`config.mk`:
```
export PLATFORM = sky130hd
export DESIGN_NAME = seam_linear_alpha_blend_unit_flat
export DESIGN_NICKNAME = d
export VERILOG_FILES = /design/src/hdl/sla_pkg.sv /design/src/hdl/sla_req_if.sv /design/src/hdl/sla_csr.sv /design/src/hdl/sla_lane.sv /design/src/hdl/seam_linear_alpha_blend_unit.sv /design/src/flat_wrapper.sv
export VERILOG_INCLUDE_DIRS = /design/src /design/src/hdl
export SDC_FILE = /design/constraint.sdc
export NUM_CORES = 2
export LEC_CHECK = 0
export BUFFER_PORTS_ARGS = -buffer_cell sky130_fd_sc_hd__clkbuf_2
export CAP_MARGIN = 20
export CORE_MARGIN = 4
export CORE_UTILIZATION = 55
export CTS_CLUSTER_DIAMETER = 50
export DETAILED_ROUTE_END_ITERATION = 6
export PLACE_DENSITY = 0.74
export SYNTH_ARGS = -nofsm -noshare
export SYNTH_HDL_FRONTEND = slang
export SYNTH_SLANG_ARGS = --single-unit
```
`constraint.sdc`:
```
create_clock -name clock -period 12.1 [get_ports clock]
set_clock_uncertainty 0.2 [all_clocks]
set_input_delay 2.42 -clock clock [delete_from_list [all_inputs] [get_ports clock]]
set_output_delay 2.42 -clock clock [all_outputs]
set_load 0.005 [all_outputs]
```
`src/hdl/seam_linear_alpha_blend_unit_macros.svh`:
```
// Assertion macros for the seam blend unit.
// Used by the top level; no other dependencies.
`ifndef SEAM_LINEAR_ALPHA_BLEND_UNIT_MACROS_SVH
`define SEAM_LINEAR_ALPHA_BLEND_UNIT_MACROS_SVH

`define SLA_ASSERT_IMPLY(label, clk, rst, ante, cons, msg) \
   label: assert property (@(posedge clk) disable iff (rst) (ante) |-> (cons)) else $error(msg);

`define SLA_ASSERT_NEXT(label, clk, rst, ante, cons, msg) \
   label: assert property (@(posedge clk) disable iff (rst) (ante) |=> (cons)) else $error(msg);

`endif

```
`src/hdl/sla_pkg.sv`:
```
// Shared types and constants for the seam blend unit.
// No dependencies.
`default_nettype none

package sla_pkg;

   localparam int COLOR_W    = 8;
   localparam int NUM_LANES  = 3;
   localparam int DIV_STEPS  = COLOR_W;
   localparam int DIV_FIRST  = 3;
   localparam int PIPE_DEPTH = DIV_FIRST + DIV_STEPS;

   localparam int CSR_ADDR_W = 3;
   localparam int CSR_DATA_W = 32;

   typedef enum logic [0:0] {
      REG_IMAGE_WIDTH   = 1'b0,
      REG_SEAM_POSITION = 1'b1
   } sla_reg_type;

   typedef struct packed {
      logic in_band;
      logic mix;
   } sla_flags_type;

endpackage

`default_nettype wire

```
`src/hdl/sla_req_if.sv`:
```
// Input and result channel interfaces for the seam blend unit.
// Depends on sla_pkg.
`default_nettype none

interface sla_req_if #(parameter int COORD_BITS = 13);
   logic                         valid;
   logic                         ready;
   logic [COORD_BITS-1:0]        column;
   logic [sla_pkg::COLOR_W-1:0]  src_red;
   logic [sla_pkg::COLOR_W-1:0]  src_green;
   logic [sla_pkg::COLOR_W-1:0]  src_blue;
   logic [sla_pkg::COLOR_W-1:0]  dst_red;
   logic [sla_pkg::COLOR_W-1:0]  dst_green;
   logic [sla_pkg::COLOR_W-1:0]  dst_blue;

   modport source (
      output valid, column, src_red, src_green, src_blue, dst_red, dst_green, dst_blue,
      input  ready
   );
   modport sink (
      input  valid, column, src_red, src_green, src_blue, dst_red, dst_green, dst_blue,
      output ready
   );
endinterface

interface sla_rsp_if;
   logic                         valid;
   logic                         ready;
   logic [sla_pkg::COLOR_W-1:0]  out_red;
   logic [sla_pkg::COLOR_W-1:0]  out_green;
   logic [sla_pkg::COLOR_W-1:0]  out_blue;
   logic                         in_band;

   modport source (
      output valid, out_red, out_green, out_blue, in_band,
      input  ready
   );
   modport sink (
      input  valid, out_red, out_green, out_blue, in_band,
      output ready
   );
endinterface

`default_nettype wire

```
`src/hdl/sla_csr.sv`:
```
// Configuration registers and blend band width for the seam blend unit.
// Depends on sla_pkg.
`default_nettype none

module sla_csr #(
   parameter int COORD_BITS = 13,
   parameter int MAX_BAND   = 300
) (
   input  wire logic                           clock,
   input  wire logic                           reset,
   input  wire logic                           csr_psel,
   input  wire logic                           csr_penable,
   input  wire logic                           csr_pwrite,
   input  wire logic [sla_pkg::CSR_ADDR_W-1:0] csr_paddr,
   input  wire logic [sla_pkg::CSR_DATA_W-1:0] csr_pwdata,
   output      logic [sla_pkg::CSR_DATA_W-1:0] csr_prdata,
   output      logic                           csr_pready,
   output      logic [COORD_BITS-1:0]          band
);

   localparam logic [COORD_BITS-1:0] WIDTH_RESET = COORD_BITS'(1920);

   logic [COORD_BITS-1:0] width_ff, width_in;
   logic [COORD_BITS-1:0] seam_ff, seam_in;
   logic [COORD_BITS-1:0] band_ff, band_in;
   logic [COORD_BITS-1:0] rest;
   sla_pkg::sla_reg_type  index;
   logic                  wr_en;

   assign csr_pready = 1'b1;
   assign index      = sla_pkg::sla_reg_type'(csr_paddr[2]);
   assign wr_en      = csr_psel && csr_penable && csr_pwrite;

   always_comb begin
      width_in = width_ff;
      seam_in  = seam_ff;
      if (wr_en) begin
         unique case (index)
            sla_pkg::REG_IMAGE_WIDTH:   width_in = csr_pwdata[COORD_BITS-1:0];
            sla_pkg::REG_SEAM_POSITION: seam_in  = csr_pwdata[COORD_BITS-1:0];
         endcase
      end
   end

   always_comb begin
      unique case (index)
         sla_pkg::REG_IMAGE_WIDTH:   csr_prdata = sla_pkg::CSR_DATA_W'(width_ff);
         sla_pkg::REG_SEAM_POSITION: csr_prdata = sla_pkg::CSR_DATA_W'(seam_ff);
      endcase
   end

   always_comb begin
      rest = width_ff - seam_ff;
      priority if (seam_ff < (width_ff >> 1)) begin
         band_in = seam_ff;
      end else if (seam_ff >= width_ff) begin
         band_in = '0;
      end else if (32'(rest) > MAX_BAND) begin
         band_in = COORD_BITS'(MAX_BAND);
      end else begin
         band_in = rest;
      end
   end

   always_ff @(posedge clock) begin
      if (reset) begin
         width_ff <= WIDTH_RESET;
         seam_ff  <= '0;
         band_ff  <= '0;
      end else begin
         width_ff <= width_in;
         seam_ff  <= seam_in;
         band_ff  <= band_in;
      end
   end

   assign band = band_ff;

endmodule

`default_nettype wire

```
`src/hdl/sla_lane.sv`:
```
// One color lane: weight products, sum, and a pipelined restoring divide by the band width.
// Depends on sla_pkg.
`default_nettype none

module sla_lane #(
   parameter int COORD_BITS = 13
) (
   input  wire logic                          clock,
   input  wire logic [sla_pkg::PIPE_DEPTH-1:0] load,
   input  wire logic [COORD_BITS-1:0]         band,
   input  wire logic [COORD_BITS-1:0]         column,
   input  wire logic [sla_pkg::COLOR_W-1:0]   src,
   input  wire logic [sla_pkg::COLOR_W-1:0]   dst,
   output      logic [sla_pkg::COLOR_W-1:0]   quot,
   output      logic [sla_pkg::COLOR_W-1:0]   dst_out
);

   localparam int CW     = sla_pkg::COLOR_W;
   localparam int STEPS  = sla_pkg::DIV_STEPS;
   localparam int DEPTH  = sla_pkg::PIPE_DEPTH;
   localparam int FIRST  = sla_pkg::DIV_FIRST;
   localparam int PROD_W = COORD_BITS + CW;
   localparam int NUM_W  = PROD_W + 1;

   logic [CW-1:0]     dst_ff [1:DEPTH-1];
   logic [PROD_W-1:0] src_prod_ff, src_prod_in;
   logic [PROD_W-1:0] dst_prod_ff, dst_prod_in;
   logic [NUM_W-1:0]  rem_ff [0:STEPS];
   logic [CW-1:0]     quo_ff [0:STEPS];
   logic [NUM_W-1:0]  num_in;

   assign src_prod_in = PROD_W'(src) * PROD_W'(band - column);
   assign dst_prod_in = PROD_W'(dst) * PROD_W'(column);
   assign num_in      = NUM_W'(src_prod_ff) + NUM_W'(dst_prod_ff);

   always_ff @(posedge clock) begin
      if (load[1]) begin
         src_prod_ff <= src_prod_in;
         dst_prod_ff <= dst_prod_in;
         dst_ff[1]   <= dst;
      end
      if (load[FIRST-1]) begin
         rem_ff[0] <= num_in;
         quo_ff[0] <= '0;
      end
   end

   for (genvar s = 2; s < DEPTH; s++) begin : g_dst
      always_ff @(posedge clock) begin
         if (load[s]) begin
            dst_ff[s] <= dst_ff[s-1];
         end
      end
   end

   for (genvar i = 1; i <= STEPS; i++) begin : g_div
      logic [NUM_W-1:0] dvs;
      logic             ge;
      logic [NUM_W-1:0] rem_in;
      logic [CW-1:0]    quo_in;

      assign dvs    = NUM_W'(band) << (STEPS - i);
      assign ge     = rem_ff[i-1] >= dvs;
      assign rem_in = ge ? (rem_ff[i-1] - dvs) : rem_ff[i-1];
      assign quo_in = {quo_ff[i-1][CW-2:0], ge};

      always_ff @(posedge clock) begin
         if (load[FIRST-1+i]) begin
            rem_ff[i] <= rem_in;
            quo_ff[i] <= quo_in;
         end
      end
   end

   assign quot    = quo_ff[STEPS];
   assign dst_out = dst_ff[DEPTH-1];

endmodule

`default_nettype wire

```
`src/hdl/seam_linear_alpha_blend_unit.sv`:
```
// Top level of the seam blend unit: input stage, three color lanes, merge and output register.
// Depends on sla_pkg, sla_req_if, sla_rsp_if, sla_csr, sla_lane and the macros header.
//
// channel   kind        fields
// req_chan  sink        column, src_red/green/blue, dst_red/green/blue
// rsp_chan  source      out_red/green/blue, in_band
// csr_*     APB slave   image_width at 0x0, seam_position at 0x4
//
// One transaction per cycle sustained while rsp_chan accepts results.
// Each lane uses an eight-step restoring divide, one quotient bit a stage.
// Reset clears the stage valid bits and loads image_width 1920, seam_position 0.
// Stages advance independently; a stalled rsp fills empty stages before req_chan.ready drops.
// The band width is registered in band_ff from the written width and seam registers.
`default_nettype none

`include "seam_linear_alpha_blend_unit_macros.svh"

module seam_linear_alpha_blend_unit #(
   parameter int MAX_BAND   = 300,
   parameter int COORD_BITS = 13
) (
   input  wire logic                           clock,
   input  wire logic                           reset,
   sla_req_if.sink                             req_chan,
   sla_rsp_if.source                           rsp_chan,
   input  wire logic                           csr_psel,
   input  wire logic                           csr_penable,
   input  wire logic                           csr_pwrite,
   input  wire logic [sla_pkg::CSR_ADDR_W-1:0] csr_paddr,
   input  wire logic [sla_pkg::CSR_DATA_W-1:0] csr_pwdata,
   output      logic [sla_pkg::CSR_DATA_W-1:0] csr_prdata,
   output      logic                           csr_pready
);

   localparam int CW    = sla_pkg::COLOR_W;
   localparam int LANES = sla_pkg::NUM_LANES;
   localparam int DEPTH = sla_pkg::PIPE_DEPTH;

   logic [COORD_BITS-1:0]   band;
   logic [DEPTH:0]          load;
   logic [DEPTH-1:0]        v_ff, v_in;
   logic                    out_v_ff, out_v_in;
   sla_pkg::sla_flags_type  flags_ff [0:DEPTH-1];
   sla_pkg::sla_flags_type  flags_in;
   logic [COORD_BITS-1:0]   col_ff;
   logic [CW-1:0]           src_ff [0:LANES-1];
   logic [CW-1:0]           dst_ff [0:LANES-1];
   logic [CW-1:0]           src_bus [0:LANES-1];
   logic [CW-1:0]           dst_bus [0:LANES-1];
   logic [CW-1:0]           quot [0:LANES-1];
   logic [CW-1:0]           lane_dst [0:LANES-1];
   logic [CW-1:0]           out_ff [0:LANES-1];
   logic                    out_band_ff;
   logic                    out_mix_ff;
   logic                    src_nonzero;
   logic                    req_fire;
   logic                    pipe_full;
   logic                    rsp_mix;

   sla_csr #(
      .COORD_BITS (COORD_BITS),
      .MAX_BAND   (MAX_BAND)
   ) u_csr (
      .clock       (clock),
      .reset       (reset),
      .csr_psel    (csr_psel),
      .csr_penable (csr_penable),
      .csr_pwrite  (csr_pwrite),
      .csr_paddr   (csr_paddr),
      .csr_pwdata  (csr_pwdata),
      .csr_prdata  (csr_prdata),
      .csr_pready  (csr_pready),
      .band        (band)
   );

   // advance a stage when it is empty or the next one advances
   always_comb begin
      load[DEPTH] = !out_v_ff || rsp_chan.ready;
      for (int i = DEPTH - 1; i >= 0; i--) begin
         load[i] = !v_ff[i] || load[i+1];
      end
   end

   assign req_chan.ready = load[0];

   always_comb begin
      v_in = v_ff;
      if (load[0]) begin
         v_in[0] = req_chan.valid;
      end
      for (int i = 1; i < DEPTH; i++) begin
         if (load[i]) begin
            v_in[i] = v_ff[i-1];
         end
      end
      out_v_in = load[DEPTH] ? v_ff[DEPTH-1] : out_v_ff;
   end

   always_ff @(posedge clock) begin
      if (reset) begin
         v_ff     <= '0;
         out_v_ff <= 1'b0;
      end else begin
         v_ff     <= v_in;
         out_v_ff <= out_v_in;
      end
   end

   assign src_bus[0] = req_chan.src_red;
   assign src_bus[1] = req_chan.src_green;
   assign src_bus[2] = req_chan.src_blue;
   assign dst_bus[0] = req_chan.dst_red;
   assign dst_bus[1] = req_chan.dst_green;
   assign dst_bus[2] = req_chan.dst_blue;

   assign src_nonzero      = (req_chan.src_red != '0) || (req_chan.src_green != '0)
                             || (req_chan.src_blue != '0);
   assign flags_in.in_band = (band != '0) && (req_chan.column < band);
   assign flags_in.mix     = flags_in.in_band && src_nonzero;

   always_ff @(posedge clock) begin
      if (load[0]) begin
         col_ff      <= req_chan.column;
         flags_ff[0] <= flags_in;
         for (int c = 0; c < LANES; c++) begin
            src_ff[c] <= src_bus[c];
            dst_ff[c] <= dst_bus[c];
         end
      end
   end

   for (genvar s = 1; s < DEPTH; s++) begin : g_flags
      always_ff @(posedge clock) begin
         if (load[s]) begin
            flags_ff[s] <= flags_ff[s-1];
         end
      end
   end

   for (genvar c = 0; c < LANES; c++) begin : g_lane
      sla_lane #(
         .COORD_BITS (COORD_BITS)
      ) u_lane (
         .clock   (clock),
         .load    (load[DEPTH-1:0]),
         .band    (band),
         .column  (col_ff),
         .src     (src_ff[c]),
         .dst     (dst_ff[c]),
         .quot    (quot[c]),
         .dst_out (lane_dst[c])
      );
   end

   // merge lanes: blended value or destination passthrough
   always_ff @(posedge clock) begin
      if (load[DEPTH]) begin
         out_band_ff <= flags_ff[DEPTH-1].in_band;
         out_mix_ff  <= flags_ff[DEPTH-1].mix;
         for (int c = 0; c < LANES; c++) begin
            out_ff[c] <= flags_ff[DEPTH-1].mix ? quot[c] : lane_dst[c];
         end
      end
   end

   assign rsp_chan.valid     = out_v_ff;
   assign rsp_chan.out_red   = out_ff[0];
   assign rsp_chan.out_green = out_ff[1];
   assign rsp_chan.out_blue  = out_ff[2];
   assign rsp_chan.in_band   = out_band_ff;

   assign req_fire  = req_chan.valid && req_chan.ready;
   assign pipe_full = (&v_ff) && out_v_ff;
   assign rsp_mix   = out_v_ff && out_mix_ff;

   `SLA_ASSERT_NEXT(a_accept_fills_stage0, clock, reset, req_fire, v_ff[0], "lost transaction")
   `SLA_ASSERT_IMPLY(a_stall_only_full, clock, reset, !req_chan.ready, pipe_full, "early stall")
   `SLA_ASSERT_IMPLY(a_mix_only_in_band, clock, reset, rsp_mix, out_band_ff, "mix outside band")

endmodule

`default_nettype wire

```
`src/flat_wrapper.sv`:
```
// flat-port wrapper written by rule: the top's interface ports become plain ports
module seam_linear_alpha_blend_unit_flat 
#(
   parameter int MAX_BAND   = 300,
   parameter int COORD_BITS = 13
)
  (clock, reset, csr_psel, csr_penable, csr_pwrite, csr_paddr, csr_pwdata, csr_prdata, csr_pready, req_chan_valid, req_chan_column, req_chan_src_red, req_chan_src_green, req_chan_src_blue, req_chan_dst_red, req_chan_dst_green, req_chan_dst_blue, req_chan_ready, rsp_chan_valid, rsp_chan_out_red, rsp_chan_out_green, rsp_chan_out_blue, rsp_chan_in_band, rsp_chan_ready);
  sla_req_if #(.COORD_BITS(COORD_BITS)) req_chan_i ();
  sla_rsp_if rsp_chan_i ();
  input  wire logic clock;
  input  wire logic reset;
  input  wire logic csr_psel;
  input  wire logic csr_penable;
  input  wire logic csr_pwrite;
  input  wire logic [sla_pkg::CSR_ADDR_W-1:0] csr_paddr;
  input  wire logic [sla_pkg::CSR_DATA_W-1:0] csr_pwdata;
  output      logic [sla_pkg::CSR_DATA_W-1:0] csr_prdata;
  output      logic csr_pready;
  input wire logic [$bits(req_chan_i.valid)-1:0] req_chan_valid;
  input wire logic [$bits(req_chan_i.column)-1:0] req_chan_column;
  input wire logic [$bits(req_chan_i.src_red)-1:0] req_chan_src_red;
  input wire logic [$bits(req_chan_i.src_green)-1:0] req_chan_src_green;
  input wire logic [$bits(req_chan_i.src_blue)-1:0] req_chan_src_blue;
  input wire logic [$bits(req_chan_i.dst_red)-1:0] req_chan_dst_red;
  input wire logic [$bits(req_chan_i.dst_green)-1:0] req_chan_dst_green;
  input wire logic [$bits(req_chan_i.dst_blue)-1:0] req_chan_dst_blue;
  output wire logic [$bits(req_chan_i.ready)-1:0] req_chan_ready;
  output wire logic [$bits(rsp_chan_i.valid)-1:0] rsp_chan_valid;
  output wire logic [$bits(rsp_chan_i.out_red)-1:0] rsp_chan_out_red;
  output wire logic [$bits(rsp_chan_i.out_green)-1:0] rsp_chan_out_green;
  output wire logic [$bits(rsp_chan_i.out_blue)-1:0] rsp_chan_out_blue;
  output wire logic [$bits(rsp_chan_i.in_band)-1:0] rsp_chan_in_band;
  input wire logic [$bits(rsp_chan_i.ready)-1:0] rsp_chan_ready;
  assign req_chan_i.valid = req_chan_valid;
  assign req_chan_i.column = req_chan_column;
  assign req_chan_i.src_red = req_chan_src_red;
  assign req_chan_i.src_green = req_chan_src_green;
  assign req_chan_i.src_blue = req_chan_src_blue;
  assign req_chan_i.dst_red = req_chan_dst_red;
  assign req_chan_i.dst_green = req_chan_dst_green;
  assign req_chan_i.dst_blue = req_chan_dst_blue;
  assign req_chan_ready = req_chan_i.ready;
  assign rsp_chan_valid = rsp_chan_i.valid;
  assign rsp_chan_out_red = rsp_chan_i.out_red;
  assign rsp_chan_out_green = rsp_chan_i.out_green;
  assign rsp_chan_out_blue = rsp_chan_i.out_blue;
  assign rsp_chan_in_band = rsp_chan_i.in_band;
  assign rsp_chan_i.ready = rsp_chan_ready;
  seam_linear_alpha_blend_unit #(.MAX_BAND(MAX_BAND), .COORD_BITS(COORD_BITS)) u_core (.clock(clock), .reset(reset), .req_chan(req_chan_i), .rsp_chan(rsp_chan_i), .csr_psel(csr_psel), .csr_penable(csr_penable), .csr_pwrite(csr_pwrite), .csr_paddr(csr_paddr), .csr_pwdata(csr_pwdata), .csr_prdata(csr_prdata), .csr_pready(csr_pready));
endmodule
```
# Word-level counts from Yosys, hierarchy flattened
# Memory sizes are Yosys's and may differ from the RTL's.
# Cells that the tools add are included.
word_totals:
  reg_bits: 191
  ramBits: 1144
  inputBits: 103
  word_cells: 191
  memories: 13
mem_list:
  columns: ["name", "words", "word_bits", "read_ports", "rd_clocked_by_memory_dff", "wr", "line", "text"]
  rows:
  - ["u_core.g_lane[0].u_lane.rem_ff", 9, 22, 8, 0, 9, "sla_lane.sv:28", "logic [NUM_W-1:0] rem_ff [0:STEPS];"]
  - ["u_core.g_lane[1].u_lane.rem_ff", 9, 22, 8, 0, 9, "sla_lane.sv:28", null]
  - ["u_core.g_lane[2].u_lane.rem_ff", 9, 22, 8, 0, 9, "sla_lane.sv:28", null]
  - ["u_core.g_lane[0].u_lane.dst_ff", 10, 8, 10, 0, 10, "sla_lane.sv:25", "logic [CW-1:0] dst_ff [1:DEPTH-1];"]
  - ["u_core.g_lane[1].u_lane.dst_ff", 10, 8, 10, 0, 10, "sla_lane.sv:25", null]
  - ["u_core.g_lane[2].u_lane.dst_ff", 10, 8, 10, 0, 10, "sla_lane.sv:25", null]
  - ["+7 memories", null, null, null, null, null, null, null]
op_classes:
  n_addsub: 29
  mul: 6
  n_lt_le_gt_ge: 28
  muxes: 55
  bitwise_logic: 1
  reduce_logical: 36
ops:
  columns: ["op", "count"]
  rows:
  - ["two-way mux 22 bit", 24]
  - ["adder 21 x 21 -> 22 bit", 3]
  - [">= comparator 22 x 13 -> 1 bit", 3]
  - [">= comparator 22 x 14 -> 1 bit", 3]
  - [">= comparator 22 x 15 -> 1 bit", 3]
  - [">= comparator 22 x 16 -> 1 bit", 3]
  - [">= comparator 22 x 17 -> 1 bit", 3]
  - [">= comparator 22 x 18 -> 1 bit", 3]
  - [">= comparator 22 x 19 -> 1 bit", 3]
  - [">= comparator 22 x 20 -> 1 bit", 3]
  - ["subtractor 22 x 13 -> 22 bit", 3]
  - ["subtractor 22 x 14 -> 22 bit", 3]
  - ["subtractor 22 x 15 -> 22 bit", 3]
  - ["subtractor 22 x 16 -> 22 bit", 3]
  - ["subtractor 22 x 17 -> 22 bit", 3]
  - ["subtractor 22 x 18 -> 22 bit", 3]
  - ["subtractor 22 x 19 -> 22 bit", 3]
  - ["subtractor 22 x 20 -> 22 bit", 3]
  - ["one-hot mux 32 bit (2 select lines)", 1]
  - ["multiplier 8 x 13 -> 21 bit", 3]
  - ["multiplier 8 x 21 -> 21 bit", 3]
  - ["two-way mux 13 bit", 3]
  - ["two-way mux 1 bit", 24]
  - ["two-way mux 8 bit", 3]
  - ["13 further kinds", 43]

# Longest topological paths before layout
logic_depth:
  word_depth: 15
  mapped_depth: 29
  mapped_depth_nobuf: 29

# Modules after synthesis
# Synthesis repeated with hierarchy kept, for this count alone.
hier_totals:
  hier_cells: 7396
  area_unflattened_um2: 81154.1
by_module_without_submodules:
  columns: ["mod", "instances", "cells_each", "area_each_um2", "seq_area_each_um2"]
  rows:
  - ["sla_lane (u_core.g_lane[0].u_lane)", 1, 2335, 24857.6, 10029.6]
  - ["sla_lane (u_core.g_lane[2].u_lane)", 1, 2239, 24664.9, 10029.6]
  - ["sla_lane (u_core.g_lane[1].u_lane)", 1, 2233, 24642.4, 10029.6]
  - ["seam_linear_alpha_blend_unit", 1, 248, 4384.2, 3483.3]
  - ["sla_csr", 1, 341, 2605.0, 780.7]

# Worst setup path after synthesis
# No wires, ideal clock.
synth_path:
  kind: "input-to-reg"
  start: "input rsp_chan_ready"
  end: "memory u_core.flags_ff[1][0] (netlist bit), enable pin"
  setup_time_ns: 1.659
  arrival_time_ns: 10.879
  required_ns: 10.241
  slack_ns: -0.638
  path_stages: 8
  n_path_buf: 0
  path_cell_list: "nor2b_1 -> and2_1 -> inv_1 -> nor2_1 -> and2_1 -> nand3_1 -> nor2_1 -> nand3_1"
synth_rtl:
  columns: ["element", "line", "text"]
  rows:
  - ["start, declared", "flat_wrapper.sv:33", "input wire logic [$bits(rsp_chan_i.ready)-1:0] rsp_chan_ready;"]
  - ["end, declared", "seam_linear_alpha_blend_unit.sv:43", "sla_pkg::sla_flags_type flags_ff [0:DEPTH-1];"]

# Final worst setup path
layout_path:
  start: "input rsp_chan_ready"
  end: "output req_chan_ready"
layout_between:
  elab_chain_len: 12
layout_rtl:
  columns: ["element", "line", "text"]
  rows:
  - ["logical OR 1 bit", "seam_linear_alpha_blend_unit.sv:78", "load[DEPTH] = !out_v_ff || rsp_chan.ready;"]
  - ["logical OR 1 bit", "seam_linear_alpha_blend_unit.sv:80", "load[i] = !v_ff[i] || load[i+1];"]
  - ["net u_core.g_lane[0].u_lane.load, one bit", "sla_lane.sv:9", "input wire logic [sla_pkg::PIPE_DEPTH-1:0] load,"]
  - ["logical OR 1 bit (6 in a row)", "seam_linear_alpha_blend_unit.sv:80", null]
  - ["net u_core.g_lane[0].u_lane.load, one bit", "sla_lane.sv:9", null]
  - ["logical OR 1 bit (4 in a row)", "seam_linear_alpha_blend_unit.sv:80", null]
  - ["end, declared", "flat_wrapper.sv:27", "output wire logic [$bits(req_chan_i.ready)-1:0] req_chan_ready;"]
# The timed path passes the listed nets, and every way through them passes these cells.

==> impl_metrics.yaml <==
cts:
  clkLatencyLatePin_ns: 0.80
  cts_root_buf: "clkbuf_16"
  post_cts_buffers: 0
  post_cts_resized: 0
  cts_tree: "yes"
  cts_sinks: 1161
  cts.path.max_buffers: 3
  cts.clk_slew.worst_paths_ns: 0.07
  ctsHoldBuffers: 0
  ctsHtreeMaxLevel: 4
  cts-buffers-inserted: 138
routing:
  drcViolationCount: 0
  firstDrtPassIters: 5
  initialDrtViolationCount: 3807
  num_vias: 52500
  viasPerCell: 5.71
  met2WireLength_um: 82900
  wirelength_um: 174000
  wl_met1_um: 71600
  wl_per_cell_um: 18.9
  topRoutingLayerUsed: "met4"
  met3_wirelength_um: 10200
  final_antenna_net_count: 0
layout:
  synthToLayoutAreaGrowth_pct: 9.98
  design_area_mm2: 0.0866
  nets: 8414
  drive_gt1_frac: 0.0799
  instances_no_fill: 9199
  fillers: 11000
global_route:
  grt_max_degree: 86
  grtUsageTotal: 0.236
  grt_pass1_vias: 52700
  overflow: 0
  grt_first_pass_wirelength_um: 277000
  antenna_found_initial: 1
pwr:
  leakage_nw: 35.9
  ir_drop_uv: 324
  p_per_area_mw_per_mm2: 269
timing:
  setup_viol: 0
  hold_ws_ns: 0.208
  setup_tns_ns: 0
  fin_crit_ns: 8.65
  setup_ws_ns: 3.45
  period_share: 0.715
  rsz0062_at_grt: "no"
  timing.final.max_slew_violations: 0
  relSlewSlack: 0.261
  tightest_slew_ns: 1.11
  fmax_mhz: 116
  hold_viol_final: 0
synthesis:
  synth_area_leader_cell: "edfxtp_1"
  yosysMostFrequentCell: "edfxtp_1"
  ys_types: 84
  yosysSeqAreaShare: 0.436
  ys_ff_latch: 1161
  synthCells: 7032
  async_reset_ff_frac: 0
  synthTopCellsByCount: "edfxtp_1 (1,110), inv_1 (728), ha_1 (634), nand2_1 (571), fa_1 (485)"
  synth-edff-count: 1110
  syn-cell-area_mm2: 0.0787
  yosys.area.top_type_share: 0.423
  synth_area_leaders: "edfxtp_1 (42%), fa_1 (12%), ha_1 (10%)"
  yosys_warnings: 0
  synth_flop_cell: "edfxtp_1"
  syn_area_per_cell_um2: 11.2
worst_setup_path:
  worst_ep_arrival_time_ns: 6.03
  critPathRequiredTime_ns: 9.48
  crit_fanout: 52
  path_class: "in2out"
  cp-end-kind: "output port"
  rr_startpoint: "u_core.u_csr.band[0]"
  reg2reg_to: "u_core.g_lane[1].u_lane.src_prod_ff[19]"
  rr_worst_depth: 28
  reg2reg_slack_ns: 3.82
  start_kind: "input port"
hold_path:
  hold_class: "reg2reg"
  whs_path_depth: 0
  hold_path.startpoint: "u_core.g_lane[2].u_lane.dst_ff[0][26]"
  hold_end: "u_core.g_lane[2].u_lane.dst_ff[0][34]"
placed_design:
  numPortBuffers: 121
  dpl_cell_area_mm2: 0.0815
  dpl.hpwl_um: 126000
  dp.cells: 8934
  place_ws_ns: 2.98
  gp_congestion: 0.910
job:
  cap_violations: 0
die:
  initial_core_util: 0.555
  core_mm2: 0.142
  fp-row-count: 138
  fp.dieArea_mm2: 0.149
  die_h_um: 386
  die_w_um: 386
  io_pins: 163
status:
  run_status: "completed"
==> critical path, stage by stage <==
cell and delay, ns:
clkbuf_2 0.09, nor2b_1 0.24, and2_1 0.22, inv_2 0.11
nor2_1 0.31, and2_1 0.47, nand3_4 0.59, nor2_1 0.80
nand4_1 0.48, clkbuf_2 0.24
==> layout make-up <==
class                      instances  area (um^2)  share of cell area
sequential                      1161        34400               0.397
multi-input combinational       4967        41000               0.473
timing repair buffer             194         1250              0.0144
inverter                         730         2750              0.0318
clock inverter                    88         1300              0.0150
tap                             1890         2360              0.0273
clock buffer                     168         3590              0.0414
antenna                            1         2.50           0.0000289
==> cell usage in the layout (no fill, tap or decap), types with 65 or more instances in the layout <==
master / synthesis / layout
mux2_2: 92 / 92
fa_1: 485 / 485
xor2_1: 159 / 159
xnor2_1: 298 / 296
nor2b_1: 123 / 123
inv_1: 728 / 711
a21oi_1: 411 / 411
clkbuf_16: 0 / 138
o21ai_0: 261 / 260
nand2_1: 571 / 568
nor2_1: 434 / 433
clkbuf_2: 0 / 121
and2_1: 355 / 355
nor3_1: 98 / 97
nand3_1: 68 / 66
buf_4: 21 / 65
nand2b_1: 82 / 82
a21o_1: 139 / 139
edfxtp_1: 1110 / 1110
ha_1: 634 / 634
==> flip-flops by register name (all words and copies together) (netlist names), 22 cells and up <==
signal / count
u_core.g_lane.u_lane.quo_ff: 108
u_core.dst_ff: 24
u_core.g_lane.u_lane.src_prod_ff: 63
u_core.g_lane.u_lane.dst_prod_ff: 63
u_core.flags_ff: 22
u_core.g_lane.u_lane.dst_ff: 240
u_core.g_lane.u_lane.rem_ff: 528
u_core.out_ff: 24
u_core.src_ff: 24
==> worst max path at each step <==
stage / from / end / slack (ns) / cells past startpoint
after floorplan: rsp_chan_ready / req_chan_ready / 0.16 / 8
after CTS: rsp_chan_ready / req_chan_ready / 2.91 / 10
after global placement: rsp_chan_ready / req_chan_ready / 3.08 / 10
after detailed placement: rsp_chan_ready / req_chan_ready / 2.98 / 10
final: rsp_chan_ready / req_chan_ready / 3.45 / 10
after global routing: rsp_chan_ready / req_chan_ready / 3.13 / 10
==> metrics by stage <==
| stage | power (mW) | utilization |
|---|---|---|
| 6_report | 23.3 | 0.610 |
| 5_1_grt | 25.1 | 0.610 |
| 4_1_cts | 23.3 | 0.609 |
| 3_5_place_dp | 18.8 | 0.574 |
| 3_3_place_gp | 18.4 | 0.574 |
| 2_1_floorplan | 16.1 | - |
==> cells by family (layout without fill, tap and decap cells) <==
logic type,Yosys count,count (layout),share of synthesized area
AO/OA/AOI/OAI,1235,1235,0.0989
AND/OR/NAND/NOR,2031,2031,0.130
multiplexers,104,104,0.0147
XOR/XNOR,457,457,0.0508
other,2,22,0.0000954
flip-flops,1161,1161,0.436
buffers and inverters,923,1180,0.0453
adder cells (fa/ha/maj),1119,1119,0.224
==> power by group <==
part | leakage [nW] | internal (mW) | switching [mW]
Combinational | 21.6 | 5.15 | 6.40
Clock | 2.31 | 2.55 | 1.75
Sequential | 12.0 | 6.57 | 0.840
Total | 35.9 | 14.3 | 9.00
==> metal layers <==
metal  track usage  up-vias
met1         0.302    25500
met2         0.392     1707
met4         0.115        0
met3        0.0370      426
li1              -    24900
met5             0        -
(Power assumes the default switching activity.)
